## src/hw/rtl/owrs_pkg.sv

```systemverilog
// ----------------------------------------------------------------------------
// owrs_pkg
// Shared widths, constants and status codes of the 1-wire ROM search step core.
// ----------------------------------------------------------------------------
`default_nettype none

package owrs_pkg;

  // number of ROM ID bits walked per device
  localparam int unsigned IdBits   = 64;
  localparam int unsigned IdW      = 64;
  localparam int unsigned PosW     = 6;
  localparam int unsigned BitNumW  = 7;
  localparam int unsigned CountW   = 8;
  localparam int unsigned StatusW  = 3;

  localparam logic [CountW-1:0] MaxDevicesRst = 8'hFF;

  typedef enum logic [StatusW-1:0] {
    StBitTaken  = 3'd0,
    StIdMore    = 3'd1,
    StIdLast    = 3'd2,
    StNoResp    = 3'd3,
    StIdle      = 3'd4
  } status_e;

  typedef enum logic {
    OpStart = 1'b0,
    OpPair  = 1'b1
  } op_e;

endpackage : owrs_pkg

`default_nettype wire

```

## src/hw/rtl/onewire_rom_search_step_core.sv

```systemverilog
// ----------------------------------------------------------------------------
// onewire_rom_search_step_core
// Decision core of the 1-wire ROM search: one read-slot bit pair in, one
// direction bit and search status out.
// ----------------------------------------------------------------------------
// result: registered, valid in the cycle after the transaction is accepted
// throughput: 1 transaction per cycle while results are taken; the search state
//   updates in the accept cycle and the result register frees itself when the result is taken
// reset: search idle, max_devices = 255, all search state cleared
// ----------------------------------------------------------------------------
`default_nettype none

module onewire_rom_search_step_core (
  input  wire logic                          clk_i,
  input  wire logic                          rst_ni,
  input  wire logic                          cfg_we_i,
  input  wire logic [owrs_pkg::CountW-1:0]   cfg_wdata_i,
  input  wire logic                          in_valid_i,
  output logic                               in_ready_o,
  input  wire logic                          op_i,
  input  wire logic                          id_bit_i,
  input  wire logic                          complement_bit_i,
  output logic                               out_valid_o,
  input  wire logic                          out_ready_i,
  output logic                               write_bit_o,
  output logic [owrs_pkg::StatusW-1:0]       status_o,
  output logic [owrs_pkg::IdW-1:0]           device_id_o,
  output logic [owrs_pkg::CountW-1:0]        device_count_o
);
  import owrs_pkg::*;

  logic [CountW-1:0]  max_dev_q;
  logic [BitNumW-1:0] bit_num_q, bit_num_d;
  logic [IdW-1:0]     cur_id_q, cur_id_d;
  logic [IdW-1:0]     prev_id_q, prev_id_d;
  logic [BitNumW-1:0] last_disc_q, last_disc_d;
  logic [BitNumW-1:0] new_disc_q, new_disc_d;
  logic [CountW-1:0]  found_q, found_d;
  logic               active_q, active_d;

  logic               out_valid_q;
  logic               wbit_q, wbit_d;
  status_e            status_q, status_d;
  logic [IdW-1:0]     dev_q, dev_d;

  logic               accept;
  logic [PosW-1:0]    pos;
  logic [IdW-1:0]     id_with_bit;
  logic [BitNumW-1:0] nd_pair;
  logic               sel;

  assign in_ready_o = !out_valid_q || out_ready_i;
  assign accept     = in_valid_i && in_ready_o;

  assign pos = PosW'(bit_num_q - BitNumW'(1));

  always_comb begin
    sel     = 1'b0;
    nd_pair = new_disc_q;
    if (id_bit_i) begin
      sel = 1'b1;
    end else if (complement_bit_i) begin
      sel = 1'b0;
    end else if (bit_num_q < last_disc_q) begin
      // follow the previous ID below the last discrepancy
      sel = prev_id_q[pos];
      if (sel) begin
        nd_pair = bit_num_q;
      end
    end else if (bit_num_q == last_disc_q) begin
      sel = 1'b0;
    end else begin
      // new branch: this variant takes 1 first
      sel     = 1'b1;
      nd_pair = bit_num_q;
    end
  end

  always_comb begin
    id_with_bit      = cur_id_q;
    id_with_bit[pos] = sel;
  end

  always_comb begin
    bit_num_d   = bit_num_q;
    cur_id_d    = cur_id_q;
    prev_id_d   = prev_id_q;
    last_disc_d = last_disc_q;
    new_disc_d  = new_disc_q;
    found_d     = found_q;
    active_d    = active_q;
    wbit_d      = 1'b0;
    status_d    = StIdle;
    dev_d       = '0;

    if (op_i == OpStart) begin
      bit_num_d   = BitNumW'(1);
      cur_id_d    = '0;
      prev_id_d   = '0;
      last_disc_d = '0;
      new_disc_d  = '0;
      found_d     = '0;
      active_d    = (max_dev_q != '0);
    end else if (active_q) begin
      if (id_bit_i && complement_bit_i) begin
        status_d = StNoResp;
        active_d = 1'b0;
      end else begin
        wbit_d = sel;
        if (bit_num_q >= BitNumW'(IdBits)) begin
          found_d   = found_q + CountW'(1);
          prev_id_d = id_with_bit;
          dev_d     = id_with_bit;
          if (nd_pair == '0 || found_d >= max_dev_q) begin
            status_d = StIdLast;
            active_d = 1'b0;
          end else begin
            status_d    = StIdMore;
            last_disc_d = nd_pair;
          end
          new_disc_d = '0;
          bit_num_d  = BitNumW'(1);
          cur_id_d   = '0;
        end else begin
          status_d   = StBitTaken;
          cur_id_d   = id_with_bit;
          new_disc_d = nd_pair;
          bit_num_d  = bit_num_q + BitNumW'(1);
        end
      end
    end
  end

  always_ff @(posedge clk_i or negedge rst_ni) begin
    if (!rst_ni) begin
      max_dev_q   <= MaxDevicesRst;
      bit_num_q   <= BitNumW'(1);
      cur_id_q    <= '0;
      prev_id_q   <= '0;
      last_disc_q <= '0;
      new_disc_q  <= '0;
      found_q     <= '0;
      active_q    <= 1'b0;
      out_valid_q <= 1'b0;
    end else begin
      if (cfg_we_i) begin
        max_dev_q <= cfg_wdata_i;
      end
      if (accept) begin
        bit_num_q   <= bit_num_d;
        cur_id_q    <= cur_id_d;
        prev_id_q   <= prev_id_d;
        last_disc_q <= last_disc_d;
        new_disc_q  <= new_disc_d;
        found_q     <= found_d;
        active_q    <= active_d;
        out_valid_q <= 1'b1;
      end else if (out_ready_i) begin
        out_valid_q <= 1'b0;
      end
    end
  end

  // result payload, loaded with each transaction
  always_ff @(posedge clk_i) begin
    if (accept) begin
      wbit_q   <= wbit_d;
      status_q <= status_d;
      dev_q    <= dev_d;
    end
  end

  assign out_valid_o    = out_valid_q;
  assign write_bit_o    = wbit_q;
  assign status_o       = status_q;
  assign device_id_o    = dev_q;
  assign device_count_o = found_q;

  // an accepted transaction always shows a result next cycle
  assert property (@(posedge clk_i) disable iff (!rst_ni)
    accept |=> out_valid_o)
    else $error("result missing after accepted transaction");

  // an ID is only reported together with a completion status
  assert property (@(posedge clk_i) disable iff (!rst_ni)
    out_valid_o && status_o != StIdMore && status_o != StIdLast |-> device_id_o == '0)
    else $error("device id present without completion status");

  // a direction bit of 1 only comes from a taken bit or a completed ID
  assert property (@(posedge clk_i) disable iff (!rst_ni)
    out_valid_o && write_bit_o |->
      (status_o == StBitTaken || status_o == StIdMore || status_o == StIdLast))
    else $error("write bit set with idle or no-response status");

  // bit position stays within the ID
  assert property (@(posedge clk_i) disable iff (!rst_ni)
    bit_num_q != '0 && bit_num_q <= BitNumW'(IdBits))
    else $error("bit number out of range");

endmodule : onewire_rom_search_step_core

`default_nettype wire

```

## config.mk

```make
export PLATFORM = sky130hd
export DESIGN_NAME = onewire_rom_search_step_core
export DESIGN_NICKNAME = d
export VERILOG_FILES = /design/src/hw/rtl/owrs_pkg.sv /design/src/hw/rtl/onewire_rom_search_step_core.sv
export SDC_FILE = /design/constraint.sdc
export NUM_CORES = 1
export LEC_CHECK = 0
export BUFFER_PORTS_ARGS = -buffer_cell sky130_fd_sc_hd__buf_4
export CORE_UTILIZATION = 57
export DETAILED_ROUTE_END_ITERATION = 8
export MAX_ROUTING_LAYER = met4
export PLACE_DENSITY = 0.77
export REMOVE_ABC_BUFFERS = 1
export SLEW_MARGIN = 10
export SYNTH_ARGS = -nofsm -noshare
export SYNTH_HDL_FRONTEND = slang
export SYNTH_SLANG_ARGS = --single-unit
```

## constraint.sdc

```tcl
create_clock -name clk_i -period 4.45 [get_ports clk_i]
set_input_delay 0.2225 -clock clk_i [delete_from_list [all_inputs] [get_ports clk_i]]
set_output_delay 0.2225 -clock clk_i [all_outputs]
set_load 0.05 [all_outputs]
```

==> results.json <==
{
  "grt_pass1_wl_um": 44900,
  "slowest_delay_ns": 0.60,
  "crit_start": "bit_num_q[0]",
  "netlist.area_leader.share_pct": 35.4,
  "start_util_pct": 59.0,
  "ys_seq_area_share_pct": 55.7,
  "fp.coreArea_mm2": 0.0190,
  "pwr-share-comb_pct": 28.8,
  "wire_per_inst_um": 18.8,
  "whs_ns": 0.0359,
  "dpl.cell_count": 1399,
  "p_int_mw": 4.16,
  "cts_buffers": 24,
  "drtIter0Drc": 719,
  "ys_seq_elements": 235,
  "reg2reg_from": "bit_num_q[0]",
  "grtUsageTotal_pct": 29.2,
  "power_density_mw_per_mm2": 477,
  "grt_max_degree": 96,
  "dieHeight_um": 142,
  "min-delay-start": "out_ready_i",
  "period_needed_ns": 3.98,
  "synth_cells": 1092,
  "ioPinCount": 94,
  "synthFlopType": "dfrtp_1",
  "clockBufferDepth": 3,
  "hold_path.class": "primary input to register",
  "rows": 50,
  "critPathKind": "register to register",
  "final.period_utilization_pct": 89.5,
  "leakagePower_nw": 5.79,
  "yosysMostFrequentCell": "nand2_1",
  "hold_viol": 0,
  "gp_congestion": 0.866,
  "wl_um": 27500,
  "path_cells": "inv_1 -> ha_2 -> xor2_4 -> mux4_1 -> o41ai_1 -> o21ai_2 -> nor2_4 -> mux2i_1 -> nor4_4 -> a2111oi_4 -> o22ai_1",
  "nNetsFinal": 1218,
  "io_buffers": 93,
  "p_seq_share_pct": 38.6,
  "ys_top_cells_by_count": "nand2_1, dfrtp_1, o21ai_0, nor2_1, mux2i_1",
  "clockPowerShare_pct": 32.6,
  "setup_viol": 0,
  "clock_sinks": 235,
  "cp_data_arrival_time_ns": 4.35,
  "synth_largest_area_cell": "dfrtp_1",
  "status": "completed",
  "antenna_cells": 0,
  "critPathSlowestCell": "mux4_1",
  "synth_area_leaders": "dfrtp_1, edfxtp_1, mux2i_1, nand2_1, o21ai_0",
  "swShare_pct": 33.6,
  "grt_remaining_overflow": 0,
  "rsz0062_at_grt": "no",
  "postCtsSetupRepairBufs": 0,
  "vias": 8514,
  "area_delta_synth_final_pct": 17.3,
  "netlist_area_mm2": 0.0112,
  "tightest_slew_ns": 1.12,
  "finalNonFillerCells": 1462,
  "grt_pass1_vias": 8668,
  "via_per_inst": 5.82,
  "ant_nets": 0,
  "fmax_mhz": 251,
  "worst_slack_ns": 0.466,
  "synth.distinct_cells": 70,
  "antenna_found_initial": 0,
  "clkTransAtPathRegs_ns": 0.07,
  "async_flop_share_pct": 71.1,
  "required_ns": 4.81,
  "dp_slack_ns": 0.339,
  "cp-end-kind": "register",
  "p_sw_mw": 2.10,
  "tritoncts": "done",
  "drc": 0,
  "clk_latency_ns": 0.53,
  "max-slew-margin-rel_pct": 25.1,
  "avgSynthCellArea_um2": 10.2,
  "drtPass1Iterations": 5,
  "critPathLaunchType": "register",
  "post-route-cell-area_mm2": 0.0131,
  "ctsHtreeMaxLevel": 1,
  "synth_edf_count": 68,
  "die_area_mm2": 0.0202,
  "ir_worst_vdd_uv": 324,
  "hpwl_um": 16700,
  "clockRootBuffer": "clkbuf_16",
  "crit_fanout": 9,
  "drive_gt1_share_pct": 16.2,
  "post_dp_cell_area_mm2": 0.0121,
  "die_w_um": 142,
  "finalMaxSlewViolations": 0,
  "finClkSkew_ns": 0.0255,
  "ys_warn_count": 0,
  "fillers": 1481,
  "drv_cap": 0
}
-- logic make-up after synthesis --
group / count (synthesis) / synth area share [%]
XOR/XNOR: 13 / 1.09
multiplexers: 102 / 10.1
AND/OR/NAND/NOR: 414 / 16.0
flip-flops: 235 / 55.7
adder cells (fa/ha/maj): 18 / 2.01
AO/OA/AOI/OAI: 223 / 11.8
buffers and inverters: 87 / 3.23
-- power groups by stage --
stage,Clock (mW),Sequential [mW],Combinational (mW)
final,2.04,2.41,1.80
after global routing,2.14,2.43,1.96
after CTS,2.06,2.41,1.78
after detailed placement,0,2.45,1.74
after global placement,0,2.45,1.72
after floorplan,0,2.55,1.08
-- what timing repair did --
action	4_1_cts	5_1_grt
hold buffers	19	0
endpoints found under the hold margin	103	0
endpoints found under the setup margin	0	6
resized for setup	0	2
-- critical path, delay by kind of cell (launching register included) --
family	cells	cell delay [ns]
xor gates and xnor gates	1	0.32
DFF	1	0.57
adders and majority gates	1	0.26
muxes	2	0.95
buffers and inverters	1	0.11
and+or+nand+nor	2	0.36
AOI/OAI and AO/OA	4	1.25
-- per-layer routing --
metal	GRT usage, %	vias up	wire [µm]
li1	-	3973	-
met2	45.7	273	13100
met1	39.3	4220	12200
met4	8.83	0	626
met3	5.01	48	1570
met5	-	-	0
-- layout by cell type, fill, tap and decap left out, types with 7 or more instances in the layout --
cell / count
buf_4: 109
nor2b_1: 11
nor2_1: 109
edfxtp_1: 68
nor3b_1: 8
xnor2_1: 7
clkbuf_16: 24
o22ai_1: 7
dfstp_2: 9
inv_1: 21
nor3_1: 10
mux2i_1: 88
o21ai_0: 155
nand3_1: 8
ha_1: 17
a21oi_1: 13
a22o_1: 8
dlygate4sd3_1: 19
dfrtp_1: 158
nand2_1: 225
-- metrics by stage --
stage               total power, mW  util (%)  setup TNS (ns)
finish                         6.26      69.2               0
global route                   6.53      69.2               0
CTS                            6.25      69.1               0
detailed placement             4.19      63.9               0
global placement               4.17      63.9               0
floorplan                      3.64         -         -122.53
-- state kept, by name, summed over array words and instances (netlist names) --
| register | cells |
|---|---|
| prev_id_q | 64 |
| device_count_o | 8 |
| device_id_o | 64 |
| bit_num_q | 7 |
| max_dev_q | 8 |
| active_q | 1 |
| status_o | 3 |
| cur_id_q | 64 |
| out_valid_o | 1 |
| last_disc_q | 7 |
| write_bit_o | 1 |
| new_disc_q | 7 |
-- final timing paths --
kind                                  endpoint  slack [ns]  cells after the start
max in group asynchronous         max_dev_q[4]        3.19                      3
worst max-delay path            last_disc_q[6]        0.47                     11
worst min-delay path               out_valid_o        0.04                      3
worst min register to register    cur_id_q[37]        0.48                      2
worst max register to register  last_disc_q[6]        0.47                     11
min in group asynchronous         cur_id_q[13]        0.33                      2
-- area by class of cell --
cell class / count / area [µm²] / area share [%]
sequential: 235 / 6230 / 47.5
multi-input combinational: 770 / 4620 / 35.2
timing repair buffer: 131 / 1060 / 8.08
clock buffer: 31 / 647 / 4.93
tap: 260 / 325 / 2.48
clock inverter: 13 / 154 / 1.17
inverter: 22 / 82.6 / 0.630
Note: power is estimated with default switching activity, not from simulation.
